[src/rtl/sts_pkg.sv]
// Shared types and constants for the sine Taylor partial-sum block.
package sts_pkg;

    // Width of term_count and term_index, and the depth of the reciprocal table.
    localparam int TERM_IDX_W = 4;
    localparam int TERM_SLOTS = 1 << TERM_IDX_W;

    // Register reset value of term_count.
    localparam logic [TERM_IDX_W-1:0] TERM_COUNT_RESET = 4'd10;

    // pi with 60 fraction bits; the top level rounds it to its own format.
    localparam logic [63:0] PI_Q60 = 64'h3243F6A8885A308D;

    // Extra integer bits of a magnitude: every product magnitude stays below 64.
    localparam int MAG_INT_BITS = 6;

    // Phase controls of the shared multiplier.
    typedef struct packed {
        logic lo;   // load low partial product plus rounding constant
        logic hi;   // add high partial product
    } t_mul_ctl;

endpackage

[src/rtl/sts_mul.sv]
// Shared two-pass unsigned multiplier with round-half-up rescaling.
module sts_mul import sts_pkg::*; #(
    parameter int MAG_W     = 34,
    parameter int FRAC_BITS = 28
) (
    input  logic             i_clk,
    input  t_mul_ctl         i_ctl,
    input  logic [MAG_W-1:0] i_a,
    input  logic [MAG_W-1:0] i_b,
    output logic [MAG_W-1:0] o_res
);
    localparam int HW = (MAG_W + 1) / 2;
    localparam int AW = 2 * MAG_W;
    localparam int PW = MAG_W + HW;
    localparam logic [AW-1:0] RND = AW'(1) << (FRAC_BITS - 1);

    logic [MAG_W-1:0] r_a;
    logic [HW-1:0]    r_bhi;
    logic [AW-1:0]    r_acc;
    logic [MAG_W-1:0] w_ma;
    logic [HW-1:0]    w_mb;
    logic [PW-1:0]    w_pp;

    // low pass takes the live operands, high pass the held ones
    assign w_ma = i_ctl.hi ? r_a : i_a;
    assign w_mb = i_ctl.hi ? r_bhi : i_b[HW-1:0];
    assign w_pp = PW'(w_ma) * PW'(w_mb);

    always_ff @(posedge i_clk) begin
        if (i_ctl.lo) begin
            r_a   <= i_a;
            r_bhi <= HW'(i_b[MAG_W-1:HW]);
            r_acc <= AW'(w_pp) + RND;
        end else if (i_ctl.hi) begin
            r_acc <= r_acc + (AW'(w_pp) << HW);
        end
    end

    assign o_res = r_acc[FRAC_BITS +: MAG_W];

endmodule

[config.mk]
export PLATFORM = sky130hd
export DESIGN_NAME = sts_mul
export DESIGN_NICKNAME = d
export VERILOG_FILES = /design/src/rtl/sts_pkg.sv /design/src/rtl/sts_mul.sv
export SDC_FILE = /design/constraint.sdc
export NUM_CORES = 2
export LEC_CHECK = 0
export CAP_MARGIN = 30
export CORE_MARGIN = 3
export CORE_UTILIZATION = 45
export CTS_BUF_LIST = sky130_fd_sc_hd__clkbuf_16
export DETAILED_ROUTE_END_ITERATION = 7
export DONT_BUFFER_PORTS = 1
export PLACE_DENSITY = 0.67
export SYNTH_ARGS = -nofsm -noshare
export SYNTH_HDL_FRONTEND = slang
export SYNTH_SLANG_ARGS = --single-unit
[constraint.sdc]
create_clock -name i_clk -period 17.4 [get_ports i_clk]
set_clock_uncertainty 0.15 [all_clocks]
set_input_delay 0.87 -clock i_clk [delete_from_list [all_inputs] [get_ports i_clk]]
set_output_delay 0.87 -clock i_clk [all_outputs]
set_load 0.01 [all_outputs]
==> summary.txt <==
Route
  • DR WL/cell: 20.6 um
  • Vias: 19827
  • Post-route ant nets: 0
  • Starting DRT DRC Count: 1531
  • Final WL: 73.6 mm
  • Vias/cell: 5.55
  • Residual DRC: 0
  • DRT Pass-1 Iters: 5

Floorplan
  • Initial core utilization: 46.0%
  • Die Wd: around 240 um
  • Num rows: between 80 and 90
  • Core area: 0.0556 sq mm
  • Die Ht: ~240 um
  • DIE AREA: roughly 0.06 sq mm
  • I/O pins: 105

Yosys
  • Yosys warnings: 0
  • Post-synthesis cell count: ~2900
  • Post-Synth Adder-Cell Area: ~46%
  • Ys flop type: edfxtp_1
  • Synthesized area: 0.0256 sq mm
  • Xor-xnor portion of the synthesized cell area: 3.28%
  • Net count after synthesis: 3662
  • Number of flops mapped to enable cells by yosys: 96
  • Yosys cell types: 86
  • Mux contribution to synthesized area: 4.35%
  • Ys async rst share: 0%
  • Post-synthesis simple-gate area fraction: 14.8%
  • Post-synthesis sequential area ratio: a little under an eighth
  • Compound-gate portion of the synthesized area: 8.45%
  • Largest family of logic cells by synthesized area: adder cells
  • Syn Area/Cell: 8.70 sq um
  • Flops & latches, synth: 96

Timing
  • Pins Over Slew Limit: 0
  • Period utilisation layout: approximately three fifths
  • Endpoints failing hold: 0
  • Final setup vio count: 0
  • Post-route setup TNS: 0 ps
  • RSZ-0062 raised after global routing: false
  • Max Freq: 98.8 MHz
  • Tmin final: slightly above 10000 ps
  • Worst Max-Slew Pin Slew: 1030 ps
  • Slew HR: 29.2%

Setup path
  • Worst-path fanout max: between 90 and 100
  • Slowest CP cell: mux2i_1
  • Worst R2R Start: r_bhi[6]
  • Reg-to-reg setup timing slack: 7380 ps
  • Reg2reg path depth: 33
  • Setup crit end kind: flop
  • Worst path buffer plus inverter count: 5
  • Top Family by Delay on Critical Path: adder cells
  • Worst EP arrival: 10140 ps
  • Slowest stage delay, CP: between 700 and 800 ps
  • Most used cell, CP: fa_1
  • Crit start category: input port
  • FF-to-FF End: r_acc[58]
  • Crit Path Class: in2reg
  • Worst Path Required: 17420 ps

Min path
  • Cells on Worst Hold Path: 0
  • Hold Crit Class: in2reg
  • Hold_sp: i_b[29]
  • WHS Endpoint: r_bhi[12]

Final layout
  • P&R area growth vs syn: 2.80%
  • Multi-input logic area: 0.0197 sq mm
  • Fin nets: 3543
  • N_diodes: 0
  • Fin cells: 3574
  • FILL cells: 5259
  • Seq. cell area: roughly 0.0029 sq mm
  • Share of cells above drive strength 1: 4.53%

Clock tree
  • Total clock sinks: 96
  • Clk buf depth: 2
  • Clk_lat worst skew: ~420 ps
  • Worst-path clk slew: ~100 ps
  • H-tree depth: 3
  • # Post-CTS Setup Buffers: 0
  • CTS resizes: 0
  • CTS root buffer: clkbuf_16
  • Hold_buf cts: 0
  • Cts bufs inserted: 9
  • CTS tree: yes

Global routing
  • Number of global-route vias before repair: 20997
  • First-pass GRT wire length: 117 mm
  • Antenna violations before repair: 2
  • GRT Util Overall: roughly a quarter
  • Largest net degree at the start of global routing: 122
  • GRT overflow: 0

Status
  • Status: complete, no violations

Place
  • Post-placement cell count: 3557
  • Hpwl dp: 59.3 mm
  • Port buffer count: 0
  • RePlAce Congestion: 0.951

Job
  • Max-cap violations: 0
-- cells by family after synthesis --
kind of cell,Yosys count
multiplexers,104
buffers and inverters,774
AO/OA/AOI/OAI,329
flip-flops,96
adder cells (fa/ha/maj),651
XOR/XNOR,95
AND/OR/NAND/NOR,891
-- layout make-up --
type / instances / share of cell area, %
Clock buffer: 9 / 0.856
Timing Repair Buffer: 20 / 0.571
Sequential cell: 96 / 11.0
Clock inverter: 7 / 0.361
Inverter: 624 / 8.90
Multi-Input combinational cell: 2070 / 74.8
Tap cell: 748 / 3.56
-- worst max-delay path by stage --
stage | startpoint | to | cells past startpoint
floorplan | i_ctl[0] | r_acc[58] | 35
global placement | i_ctl[0] | r_acc[58] | 32
detailed placement | i_ctl[0] | r_acc[58] | 33
CTS | i_ctl[0] | r_acc[58] | 33
global route | i_ctl[0] | r_acc[61] | 32
finish | i_ctl[0] | r_acc[58] | 33
-- cells in the final DEF, fill, tap and decap left out, drive strengths merged, types with 10 or more instances in the layout --
cell	count
fa	480
nor2	249
o21a	12
mux2i	49
and2	18
a21o	43
xor2	32
o21bai	15
edfxtp	96
nand4	22
mux2	55
nor3	16
o21ai	61
a21oi	113
nand3	21
inv	629
o31ai	10
nand2b	11
xnor2	63
buf	20
and3	15
nor4	10
nor2b	11
ha	171
nand2	483
-- worst reg2reg max path, delay by kind of cell (launching register included) --
kind                       cells  cell delay [ps]
buffers and inverters          5              510
and+or+nand+nor                3              680
muxes                          1              760
AOI/OAI and AO/OA             14             3270
adders and majority gates      8             3600
DFF                            1              410
xor gates and xnor gates       2              400
-- metrics by stage --
step	utilization [%]	setup WS, ps	cell area [sq um]	hold WS [ps]
finish	47.3	7280	26300	390
detailed placement	46.7	6990	26000	523
CTS	47.3	7430	26300	361
global placement	46.6	7010	25900	509
floorplan	-	7340	25600	500
global route	47.3	6780	26300	371
-- layer usage --
layer  wire length (um)  track usage (%)  part of all wire [%]  up-vias
met5                 27                0                 0.037        -
met4               2380             7.88                   3.2        4
met1              30200             32.6                    41    10107
li1                   -                -                     -     8841
met3               5470             5.76                   7.4      146
met2              35500             42.2                    48      729
-- synthesized netlist by cell type, types with 12 or more instances --
library cell  instances  area [sq um]
inv_1               623          2340
nand2_1             483          1810
fa_1                480          9610
nor2_1              248           931
ha_1                171          2140
a21oi_1             112           561
edfxtp_1             96          2880
clkbuf_1             90           338
xnor2_1              62           543
o21ai_0              57           285
mux2_2               54           608
mux2i_1              49           490
a21o_1               43           323
buf_4                34           255
xor2_1               32           280
nand4_1              21           131
nand3_1              20           100
and2_1               17           106
nor3_1               16          80.1
o21bai_1             15           113
and3_1               14          87.6
buf_1                13          48.8
buf_2                12          60.1
o21a_1               12          90.1
-- registers in the layout, indices dropped and copies added, names as in the netlist --
register / flops
r_bhi: 17
r_acc: 45
r_a: 34
Power is not shown: default switching activity piles up to over one toggle a cycle in this logic, so the estimate is an artifact.
